<file path="src/hdl/sca_isqrt.sv">
// ----------------------------------------------------------------------------
// sca_isqrt
// Pipelined integer square root, one root bit per register stage.
// ----------------------------------------------------------------------------
module sca_isqrt #(
    parameter int W  = 58,
    parameter int SW = 1
) (
    input  logic            clk,
    input  logic            rst_n,
    input  logic            en,
    input  logic            in_valid,
    input  logic [W-1:0]    in_x,
    input  logic [SW-1:0]   in_side,
    output logic            out_valid,
    output logic [W/2-1:0]  out_root,
    output logic [SW-1:0]   out_side
);

    localparam int RW = W / 2;

    logic          vld_reg  [RW];
    logic [W-1:0]  x_reg    [RW];
    logic [RW:0]   rem_reg  [RW];
    logic [RW-1:0] root_reg [RW];
    logic [SW-1:0] side_reg [RW];

    for (genvar k = 0; k < RW; k++) begin : g_step
        logic          vld_cur;
        logic [W-1:0]  x_cur;
        logic [RW:0]   rem_cur;
        logic [RW-1:0] root_cur;
        logic [SW-1:0] side_cur;
        logic [RW+2:0] shifted;
        logic [RW+2:0] trial;
        logic [RW+2:0] diff;
        logic          ge;
        logic [RW:0]   rem_next;
        logic [RW-1:0] root_next;
        logic [W-1:0]  x_next;

        if (k == 0) begin : g_first
            assign vld_cur  = in_valid;
            assign x_cur    = in_x;
            assign rem_cur  = '0;
            assign root_cur = '0;
            assign side_cur = in_side;
        end else begin : g_later
            assign vld_cur  = vld_reg[k-1];
            assign x_cur    = x_reg[k-1];
            assign rem_cur  = rem_reg[k-1];
            assign root_cur = root_reg[k-1];
            assign side_cur = side_reg[k-1];
        end

        assign shifted   = {rem_cur, x_cur[W-1:W-2]};
        assign trial     = {1'b0, root_cur, 2'b01};
        assign diff      = shifted - trial;
        assign ge        = shifted >= trial;
        assign rem_next  = ge ? diff[RW:0] : shifted[RW:0];
        assign root_next = {root_cur[RW-2:0], ge};
        assign x_next    = {x_cur[W-3:0], 2'b00};

        always_ff @(posedge clk or negedge rst_n)
        begin
            if (!rst_n)
            begin
                vld_reg[k] <= 1'b0;
            end
            else if (en)
            begin
                vld_reg[k] <= vld_cur;
            end
        end

        always_ff @(posedge clk)
        begin
            if (en)
            begin
                x_reg[k]    <= x_next;
                rem_reg[k]  <= rem_next;
                root_reg[k] <= root_next;
                side_reg[k] <= side_cur;
            end
        end
    end

    assign out_valid = vld_reg[RW-1];
    assign out_root  = root_reg[RW-1];
    assign out_side  = side_reg[RW-1];

endmodule

</file>
<file path="config.mk">
export PLATFORM = sky130hd
export DESIGN_NAME = sca_isqrt
export DESIGN_NICKNAME = d
export VERILOG_FILES = /design/src/hdl/sca_isqrt.sv
export SDC_FILE = /design/constraint.sdc
export NUM_CORES = 2
export LEC_CHECK = 0
export ABC_AREA = 1
export BUFFER_PORTS_ARGS = -buffer_cell sky130_fd_sc_hd__buf_4
export CORE_ASPECT_RATIO = 1.75
export CORE_UTILIZATION = 60
export CTS_CLUSTER_SIZE = 14
export DETAILED_ROUTE_END_ITERATION = 8
export PLACE_DENSITY = 0.76
export SYNTH_ARGS = -nofsm -noshare
export SYNTH_HDL_FRONTEND = slang
export SYNTH_SLANG_ARGS = --single-unit
</file>
<file path="constraint.sdc">
create_clock -name clk -period 4.55 [get_ports clk]
set_input_delay 0.91 -clock clk [delete_from_list [all_inputs] [get_ports clk]]
set_output_delay 0.91 -clock clk [all_outputs]
set_load 0.005 [all_outputs]
</file>
After elaboration in Yosys (flattened, before gate mapping)
Memory sizes are Yosys's and may differ from the RTL's. Cells that the tools add are included.

Memory bits (writable): 3364. Latch bits: 0. Register bits after elaboration: 29. Memories: 4. Logic and storage cells: 122. Bits of input ports: 63. Bits in read-only memories: 0. Output and inout bits: 31.

Memories: x_reg (depth 29, bits a word 56, read ports 28, clocked after Yosys merged registers in 0, write ports 29, line 23) `logic [W-1:0] x_reg [RW];`; rem_reg (depth 29, bits a word 30, read ports 28, clocked after Yosys merged registers in 0, write ports 29, line 24) `logic [RW:0] rem_reg [RW];`; root_reg (depth 29, bits a word 29, read ports 29, clocked after Yosys merged registers in 0, write ports 29, line 25) `logic [RW-1:0] root_reg [RW];`; side_reg (depth 29, bits a word 1, read ports 29, clocked after Yosys merged registers in 0, write ports 29, line 26) `logic [SW-1:0] side_reg [RW];`.

Eq/ne operators: 0. Multiply operators: 0. Add/subtract/negate cells: 29. Reductions and logical operators: 0. $lt $le $gt $ge: 29. Divide/modulo/power cells: 0. Shift-type cells: 0. Bitwise gates (word level): 0. Muxes and demuxes: 31.

Operator list (count): 32-bit by 31-bit >= comparator with 1-bit output (28); 30-bit 2-to-1 mux (29); 30-bit subtractor (28); 2-bit by 1-bit subtractor with 3-bit output (second input constant) (1); 2-bit by 1-bit >= comparator with 1-bit output (second input constant) (1); 1-bit 2-to-1 mux (2).

Logic depth before layout (Yosys ltp)
An unclocked memory read counts as a cell.

Depth after elaboration: 3. Mapped depth: 17. Gate-level depth less buffers: 15.

Worst setup path before layout
No wires, ideal clock.

Kind: register -> register. From: memory rem_reg[0][31] (netlist bit). To: memory rem_reg[0][65] (netlist bit), data pin. Setup time: 253 ps. Slack: 2475 ps. Arrival time: 1822 ps. Clock period less this slack: 2075 ps. Required time: 4297 ps. Buffers on the path: 1. Cell stages (with the launch flop): 13. Cells stage by stage: edfxtp_1 ha_1 nand2_1 nand2_1 nor2_1 nand3_1 nor2_2 nand2_1 buf_6 nand2_2 nor2_1 a21oi_1 inv_1.

RTL lines (line): start, declared (24).

==> impl_metrics.tcl <==
set metrics [dict create \
    fin_nets 13500 \
    ys_seq_area_share_pct 55.8 \
    synth.most_common_cell "nand2_1" \
    synth_seq_cells 2103 \
    worst_slew_pin_slew_ns 1.11 \
    p_seq_share_pct 46.8 \
    setup_viol 0 \
    max_freq_mhz 259 \
    rsz0062_at_grt "no" \
    dieArea_um2 190000 \
    end_kind "register" \
    synth_top_cells_by_area "edfxtp_1 (55%), nand2_1 (14%), inv_1 (7.3%)" \
    vdd_drop_max_v 0.000585 \
    max-cap-violations 0 \
    syn_avg_cell_area_um2 8.88 \
    stdcell_count 15600 \
    switchingPower_uw 18100 \
    dp.cells 15300 \
    syn_area_um2 113000 \
    path_class "reg2reg" \
    relSlewSlack_pct 24.9 \
    tns_ns 0 \
    final_util_pct 65.9 \
    netSwitchingFraction_pct 33.0 \
    grt_overflow 0 \
    numCtsBuffers 199 \
    num_io_pins 94 \
    outcome "complete, no violations" \
    yosysWarnings 0 \
    die-height_um 576 \
    hold_viol 0 \
    leakage_uw 0.0561 \
    min_path_type "in2reg" \
    power_per_cell_area_nw_per_um2 446 \
    grt_pass1_vias 90000 \
    firstDrtPassIters 7 \
    vias 88800 \
    worst-path-max-fanout 34 \
    hpwl_um 272000 \
    synth.top_cells.by_count "nand2_1 (4215), inv_1 (2211), edfxtp_1 (2074), nor2_1 (982), nand3_1 (761)" \
    layout_min_cycle_time_ns 3.86 \
    syn_inst 12700 \
    critPathRequiredTime_ns 5.08 \
    clock-skew-final_ns 0.142 \
    clockBufferDepth 4 \
    finalCritPeriodShare_pct 84.8 \
    wl_per_cell_um 23.4 \
    syn-num-nets 13300 \
    synth_edf_count 2074 \
    grt_pass1_wl_um 534000 \
    dieWidth_um 330 \
    drive_above_1_share_pct 4.98 \
    antenna_found_initial 18 \
    clkLatencyLatePin_ns 0.93 \
    grt_max_degree 151 \
    ys_types 58 \
    initial_core_util_pct 60.4 \
    via_per_inst 5.69 \
    startpoint_type "register" \
    path_clk_slew_ns 0.07 \
    htreeDepth 4 \
    largest_reg_flops 812 \
    areaGrowthSynthToFinish_pct 9.06 \
    cts_tree "done" \
    grt_usage_pct 38.3 \
    clock-sinks 2103 \
    wirelength_um 364000 \
    gp_congestion 1.06 \
    internal-power_uw 36800 \
    port-buffer-count 93 \
    core_area_um2 187000 \
    synth_top_cell_area_share_pct 55.1 \
    cts_root_buffer "clkbuf_16" \
    drv_slew 0 \
    async_flop_share_pct 1.38 \
    yosysTopAreaCell "edfxtp_1" \
    detail-route-antenna-nets 0 \
    p_clk_share_pct 29.9 \
    drt_iter0_markers 7659 \
    drc_errors 0 \
    nFillCells 14700 \
    rows 210 \
    power_frac_comb_pct 23.3 \
    worstPathArrival_ns 4.39 \
    synth_ff_type "edfxtp_1" \
]
## cell type report
class	count	area (um^2)	share of cell area (%)
repair buffers	198	1830	1.49
clock buffers	252	5260	4.27
flip-flops and latches	2103	63000	51.1
clock inverters	80	835	0.677
diodes	19	47.5	0.0386
well taps	2438	3050	2.48
inverters	2242	8430	6.84
multi-input cells	8271	40800	33.1
## placed cells by master, fill, tap and decap left out, types with 16 or more instances in the layout
cell type	Yosys	final
a21oi_1	516	515
a21oi_2	29	30
and2_1	38	38
buf_12	1	26
buf_4	28	170
clkbuf_1	7	48
clkbuf_16	0	202
clkinv_1	1	23
clkinv_2	0	18
dfrtp_1	29	29
diode_2	0	19
edfxtp_1	2074	2074
ha_1	466	466
inv_1	2211	2211
inv_2	27	27
nand2_1	4215	4215
nand2_2	16	16
nand3_1	761	761
nand3b_1	69	69
nand4_1	171	171
nor2_1	982	982
nor2_2	32	31
nor3_1	137	137
o21ai_0	270	269
o21ai_1	59	60
o21bai_1	21	21
or2_2	38	38
xnor2_1	107	107
xor2_1	218	218
## power groups by stage
stage	registers, uW	logic [uW]	clock network [uW]
5_1_grt	25800	14100	17200
2_1_floorplan	25000	8370	0
3_3_place_gp	25900	12100	0
6_report	25700	12800	16400
3_5_place_dp	26000	12400	0
4_1_cts	25600	12500	16500
## worst max-delay path, cell delays in order, from the launching register on
cell	delay (ns)
edfxtp_1	0.39
inv_1	0.16
ha_1	0.44
nand2_1	0.14
nor2_1	0.22
nand3_1	0.44
nor2_1	0.44
nor2_2	0.11
nand3_4	0.22
inv_2	0.33
a21oi_1	0.60
## metrics by stage
step | setup WS, ns | total power [uW] | area, um^2 | hold slack (ns)
4_1_cts | 1.19 | 54700 | 123000 | 0.114
3_5_place_dp | 1.33 | 38300 | 117000 | 0.405
5_1_grt | 0.837 | 57100 | 123000 | 0.134
6_report | 0.690 | 55000 | 123000 | 0.148
3_3_place_gp | 1.34 | 38000 | 117000 | 0.400
2_1_floorplan | 2.47 | 33300 | 113000 | 0.400
## logic make-up (layout without fill, tap and decap cells)
logic type / count (synthesis) / after routing / share of synthesized area, %
flops: 2103 / 2103 / 55.8
compound gates: 940 / 940 / 4.42
buf+inv: 2351 / 2772 / 8.17
simple gates: 6538 / 6538 / 23.9
other cells: 1 / 20 / 0.00332
mux: 1 / 1 / 0.00997
fa+ha+maj: 466 / 466 / 5.16
xor+xnor: 325 / 325 / 2.52
## final timing paths
path | from | to | slack, ns | cells past startpoint
hold / removal | in_x[22] | x_reg[0][22] | 0.15 | 1
max in group asynchronous | rst_n | g_step[17].vld_cur | 3.73 | 2
hold reg to reg | x_reg[0][26] | x_reg[1][28] | 0.37 | 0
setup / recovery | root_reg[5][3] | rem_reg[2][117] | 0.69 | 10
setup reg to reg | root_reg[5][3] | rem_reg[2][117] | 0.69 | 10
min in group asynchronous | rst_n | g_step[9].vld_cur | 0.46 | 2
## metal layers
layer	global-route usage, %	wire, um	vias up
met5	0	45	-
met4	42.6	50000	8
met3	7.01	21800	1940
met2	68.9	187000	4299
met1	33.2	106000	40800
li1	-	-	41800
## repair_timing
| action | 4_1_cts | 5_1_grt |
|---|---|---|
| setup endpoints to repair | 0 | 0 |
| resized for setup | 0 | 0 |
| endpoints found under the hold margin | 29 | 0 |
| hold buffers | 1 | 0 |
| setup buffers | 0 | 0 |
Note: power is estimated with default switching activity, not from simulation.
