`src/hdl/sca_divider.sv`:
```
// ----------------------------------------------------------------------------
// sca_divider
// Pipelined restoring divider, one quotient bit per register stage.
// ----------------------------------------------------------------------------
module sca_divider #(
    parameter int DW = 50,
    parameter int QW = 16,
    parameter int SW = 1
) (
    input  logic          clk,
    input  logic          rst_n,
    input  logic          en,
    input  logic          in_valid,
    input  logic [DW-1:0] in_div,
    input  logic [DW-1:0] in_rem,
    input  logic [QW-1:0] in_bits,
    input  logic [SW-1:0] in_side,
    output logic          out_valid,
    output logic [QW-1:0] out_quo,
    output logic [DW-1:0] out_rem,
    output logic [SW-1:0] out_side
);

    logic          vld_reg  [QW];
    logic [DW-1:0] div_reg  [QW];
    logic [DW-1:0] rem_reg  [QW];
    logic [QW-1:0] quo_reg  [QW];
    logic [QW-1:0] bits_reg [QW];
    logic [SW-1:0] side_reg [QW];

    for (genvar k = 0; k < QW; k++) begin : g_step
        logic          vld_cur;
        logic [DW-1:0] div_cur;
        logic [DW-1:0] rem_cur;
        logic [QW-1:0] quo_cur;
        logic [QW-1:0] bits_cur;
        logic [SW-1:0] side_cur;
        logic [DW:0]   trial;
        logic [DW:0]   diff;
        logic          ge;
        logic [DW-1:0] rem_next;
        logic [QW-1:0] quo_next;
        logic [QW-1:0] bits_next;

        if (k == 0) begin : g_first
            assign vld_cur  = in_valid;
            assign div_cur  = in_div;
            assign rem_cur  = in_rem;
            assign quo_cur  = '0;
            assign bits_cur = in_bits;
            assign side_cur = in_side;
        end else begin : g_later
            assign vld_cur  = vld_reg[k-1];
            assign div_cur  = div_reg[k-1];
            assign rem_cur  = rem_reg[k-1];
            assign quo_cur  = quo_reg[k-1];
            assign bits_cur = bits_reg[k-1];
            assign side_cur = side_reg[k-1];
        end

        assign trial     = {rem_cur, bits_cur[QW-1]};
        assign diff      = trial - {1'b0, div_cur};
        assign ge        = trial >= {1'b0, div_cur};
        assign rem_next  = ge ? diff[DW-1:0] : trial[DW-1:0];
        assign quo_next  = {quo_cur[QW-2:0], ge};
        assign bits_next = {bits_cur[QW-2:0], 1'b0};

        always_ff @(posedge clk or negedge rst_n)
        begin
            if (!rst_n)
            begin
                vld_reg[k] <= 1'b0;
            end
            else if (en)
            begin
                vld_reg[k] <= vld_cur;
            end
        end

        always_ff @(posedge clk)
        begin
            if (en)
            begin
                div_reg[k]  <= div_cur;
                rem_reg[k]  <= rem_next;
                quo_reg[k]  <= quo_next;
                bits_reg[k] <= bits_next;
                side_reg[k] <= side_cur;
            end
        end
    end

    assign out_valid = vld_reg[QW-1];
    assign out_quo   = quo_reg[QW-1];
    assign out_rem   = rem_reg[QW-1];
    assign out_side  = side_reg[QW-1];

endmodule

```
`config.mk`:
```
export PLATFORM = sky130hd
export DESIGN_NAME = sca_divider
export DESIGN_NICKNAME = d
export VERILOG_FILES = /design/src/hdl/sca_divider.sv
export SDC_FILE = /design/constraint.sdc
export NUM_CORES = 2
export LEC_CHECK = 0
export BUFFER_PORTS_ARGS = -buffer_cell sky130_fd_sc_hd__buf_4
export CORE_MARGIN = 2
export CORE_UTILIZATION = 64
export DETAILED_ROUTE_END_ITERATION = 8
export PLACE_DENSITY = 0.81
export RECOVER_POWER = 25
export SETUP_SLACK_MARGIN = 0.15
export SYNTH_ARGS = -nofsm -noshare
export SYNTH_HDL_FRONTEND = slang
export SYNTH_SLANG_ARGS = --single-unit
```
`constraint.sdc`:
```
create_clock -name clk -period 4.4 [get_ports clk]
set_clock_uncertainty 0.1 [all_clocks]
set_input_delay 0.88 -clock clk [delete_from_list [all_inputs] [get_ports clk]]
set_output_delay 0.88 -clock clk [all_outputs]
set_load 0.01 [all_outputs]
```
; Word level (Yosys, flattened, before mapping)
; Memory sizes are Yosys's and may differ from the RTL's.
; Index checks and enable logic that the tools add are counted.
[totals]
register_bits = 16
mem_bits_rw = 2112
input_bits = 121
output_inout_bits = 68
wordCells = 71
mem_count = 5
[mem_list]
columns = memory, words, width, read_ports, rd_ports_with_merged_regs, write_ports, line_no
row1 = div_reg, 16, 50, 15, 0, 16, 25  ; logic [DW-1:0] div_reg [QW];
row2 = rem_reg, 16, 50, 16, 0, 16, 26  ; logic [DW-1:0] rem_reg [QW];
row3 = quo_reg, 16, 16, 16, 0, 16, 27  ; logic [QW-1:0] quo_reg [QW];
row4 = bits_reg, 16, 15, 15, 0, 16, 28  ; logic [QW-1:0] bits_reg [QW];
row5 = side_reg, 16, 1, 16, 0, 16, 29  ; logic [SW-1:0] side_reg [QW];
[classes]
add_sub_neg = 16
magnitude_cmp = 16
n_mux = 18
[op_table]
columns = operator, count
row1 = 51-bit by 50-bit >= comparator with 1-bit output, 16
row2 = 50-bit 2-to-1 mux, 16
row3 = 50-bit subtractor, 16
row4 = 1-bit 2-to-1 mux, 2

; Longest topological paths before layout
; An unclocked memory read counts as a cell.
[logic_depth]
ltp_word = 3
depth_mapped = 17

; Worst setup path before layout
; Ideal clock, no wire load.
[synth_path]
path_type = input -> register
startpoint = input in_bits[15]
endpoint = memory rem_reg[0][46], data pin
arrival_ns = 3.637
slack_ns = 0.393
path_stages = 15
path_buffers = 0
cell_sequence = inv_1 -> ha_1 -> inv_1 -> fa_1 -> a21o_1 -> a221oi_1 -> a211oi_1 -> nor2_1 -> o21ai_1 -> a21oi_1 -> o31ai_1 -> or2_2 -> a31oi_1 -> xor2_1 -> a21oi_1
[synth_rtl]
columns = item, line_no
row1 = "start, declared", 16  ; input logic [QW-1:0] in_bits,
row2 = "end, declared", 26

==> results.json <==
{
  "run_status": "complete, no violations",
  "clock_path_buffers": 3,
  "yosysSeqAreaShare_pct": 49.5,
  "ir_drop_mv": 0.448,
  "postSynthAreaPerCell_um2": 10.4,
  "min_path_type": "in -> reg",
  "overflow": 0,
  "r2r_setup_slack_ns": 0.18,
  "drive_above_1_share_pct": 11.7,
  "layout_setup_ws_ns": 0.175,
  "setup.worst_path.class": "reg -> reg",
  "critical-path-max-stage-delay_ns": 0.42,
  "avgRoutedWirePerCell_um": 21.1,
  "path_delay_family": "compound AO/OA/AOI/OAI gates",
  "fin_area_um2": 125000,
  "endpoint_kind": "flop",
  "start_util_pct": 64.2,
  "grt_max_degree": 138,
  "synth_edf_count": 1822,
  "instances_no_fill": 13700,
  "synth.net_count": 11600,
  "wl_met2_mm": 156,
  "cts_tree": "yes",
  "synth_cell_types": 95,
  "insertion_delay_ns": 0.87,
  "synth_cells": 10700,
  "utilization_pct": 72.2,
  "drt-total-wl_mm": 288,
  "power.leakage_nw": 52.3,
  "tightestPinTransition_ns": 1.13,
  "die_w_um": 421,
  "timing.hold.ws_ns": 0.104,
  "pin_count": 189,
  "die_h_um": 421,
  "detail_route.wirelength.met1_mm": 95.0,
  "yosys.area_share.simple_pct": 10.2,
  "required_ns": 4.91,
  "h-tree-depth": 4,
  "synth_seq_cells": 1838,
  "synth_compound_area_share_pct": 17.7,
  "powerDensity_nw_per_um2": 762,
  "rr_endpoint": "rem_reg[0][396]",
  "r2r-start": "bits_reg[6][14]",
  "fin_crit_ns": 4.22,
  "path_clk_slew_ns": 0.06,
  "area_growth_pct": 12.4,
  "ys.warnings.count": 0,
  "rsz0062_at_grt": "true",
  "grt_first_pass_wirelength_mm": 444,
  "grt_pass1_vias": 85000,
  "cts_sinks": 1838,
  "largest_reg_flops": 800,
  "hold_viol": 0,
  "max_freq_ghz": 0.237,
  "clock-root-buffer": "clkbuf_16",
  "gp_congestion": 1.09,
  "place_area_um2": 118000,
  "drc": 0,
  "synth_xor_area_share_pct": 5.71,
  "max_cap_viol_count": 0,
  "dr.pass1.iters": 9,
  "portBuffers": 188,
  "min-delay-start": "in_bits[14]",
  "place_inst": 13300,
  "hpwl_mm": 218,
  "finalNetCount": 12100,
  "min_to": "bits_reg[0][14]",
  "cpMostUsedCell": "inv_1",
  "dr.first_iter.drc_count": 6270,
  "wl_met3_mm": 12.1,
  "synthFlopType": "edfxtp_1",
  "grt_usage_pct": 31.5,
  "worstSetupStartpointType": "flop",
  "cts_made_buffers": 194,
  "fp.dieArea_um2": 177000,
  "synth_top_family_by_area": "compound AO/OA/AOI/OAI gates",
  "setup_violations": 0,
  "preCtsSetupSlack_ns": -0.352,
  "worst_ep_arrival_time_ns": 4.73,
  "min_path_cells": 1,
  "slowest_stage": "edfxtp_1",
  "coreArea_um2": 173000,
  "num_rows": 153,
  "slew_headroom_pct": 24.1,
  "synth_mux_area_share_pct": 2.61,
  "cp_cell_sequence": "inv_1 > ha_1 > inv_1 > fa_1 > a21o_1 > a21oi_2 > o211ai_1 > a31oi_2 > o21ai_1 > nand2_1 > and3_1 > o21bai_1 > a31o_2 > or3_1 > a41o_1",
  "vias_per_cell": 6.16,
  "r2r_cells": 15,
  "syn_area_um2": 111000,
  "async_reset_ff_share_pct": 0.871,
  "highest_layer": "met4",
  "vias": 84200,
  "detail-route-antenna-nets": 0,
  "antenna_found_initial": 9,
  "path_max_fanout": 5,
  "slew_violations": 0,
  "synth_fa_ha_area_share_pct": 9.28,
  "path_buf_inv": 2,
  "min_period_over_period_pct": 96.0
}
-- synthesized netlist by cell type (17+ instances only) --
cell type	count	area, um2
nor2_1	827	3100
or2_2	17	106
xnor2_1	422	3700
o31ai_1	45	338
a31o_2	20	175
nand3_1	177	886
and2_1	41	257
nor3_1	108	541
nand4_1	227	1420
o211ai_1	43	323
nand2_1	629	2360
o41ai_1	18	158
inv_1	1008	3780
and3_1	78	488
a221oi_1	25	219
o31a_1	31	272
a21oi_1	1256	6290
a21boi_0	32	240
a21o_1	559	4200
nor4_1	37	231
a211o_1	17	149
o21ai_0	554	2770
xor2_1	304	2660
a31oi_1	90	563
mux2_2	240	2700
buf_2	47	235
o21bai_1	153	1150
or3_1	36	225
o21a_1	92	691
ha_1	800	10000
clkbuf_1	340	1280
and4_1	23	201
a41oi_1	26	228
edfxtp_1	1822	54700
a2111oi_0	21	184
nor2b_1	102	638
a211oi_1	57	428
nand2b_1	69	432
-- how the worst max path moves through the flow --
stage | endpoint | start | depth (start not counted)
after floorplan | rem_reg[0][46] | in_bits[15] | 15
after global placement | rem_reg[0][49] | in_div[4] | 17
after detailed placement | rem_reg[0][49] | in_div[4] | 17
after CTS | rem_reg[1][192] | bits_reg[10][14] | 17
after global routing | rem_reg[0][380] | bits_reg[6][14] | 16
final | rem_reg[0][396] | bits_reg[6][14] | 15
-- cell type report --
cell class              instances  area (um2)
flip-flops and latches       1838       55100
multi-input cells            7423       51300
fillers                     11700       48100
repair buffers                689        5600
clock buffers                 237        5070
inverters                    1010        3790
well taps                    2325        2910
clock inverters               120        1270
diodes                         37        92.6
-- metal layers --
metal / GRT usage [%] / up-vias
met3: 3.42 / 1111
met1: 30.1 / 39700
met2: 61.2 / 3389
li1: - / 40100
met4: 24.0 / 0
met5: 0 / -
-- power by group --
part / internal [mW] / switching, mW
registers: 26.4 / 2.68
logic: 21.6 / 28.5
clock network: 9.39 / 6.85
-- metrics by stage --
stage	setup TNS, ns	power (mW)
floorplan	0	62.5
global placement	-0.543	75.6
detailed placement	-1.30	77.1
CTS	0	93.8
global route	0	101
finish	0	95.4
-- cell usage in the layout (no fill, tap or decap), drive strengths merged, types with 78 or more instances in the layout --
master  count
inv      1018
buf       617
mux2      252
clkbuf    308
edfxtp   1822
nor2b     102
nand2     629
nor2      827
a31oi      90
ha        800
nand4     227
xnor2     422
and3       78
nor3      109
a21o      559
nand3     177
o21ai     567
xor2      304
o21bai    153
o21a       92
clkinv     80
a21oi    1256
-- cells by family (layout without fill, tap and decap cells) --
logic type	after synthesis	after routing
XOR/XNOR	726	726
buffers and inverters	1423	2056
adder cells (fa/ha/maj)	816	816
AO/OA/AOI/OAI	3189	3189
other	0	37
AND/OR/NAND/NOR	2433	2433
multiplexers	259	259
flip-flops	1838	1838
-- what timing repair did --
action / 4_1_cts / 5_1_grt
hold buffers: 1 / 0
endpoints found under the setup margin: 180 / 480
setup buffers: 1 / 11
pin swaps: 2 / 25
hold endpoints to repair: 16 / 0
cloned: 0 / 5
gates resized for setup: 17 / 96
Power figures use the tool's default switching activity.
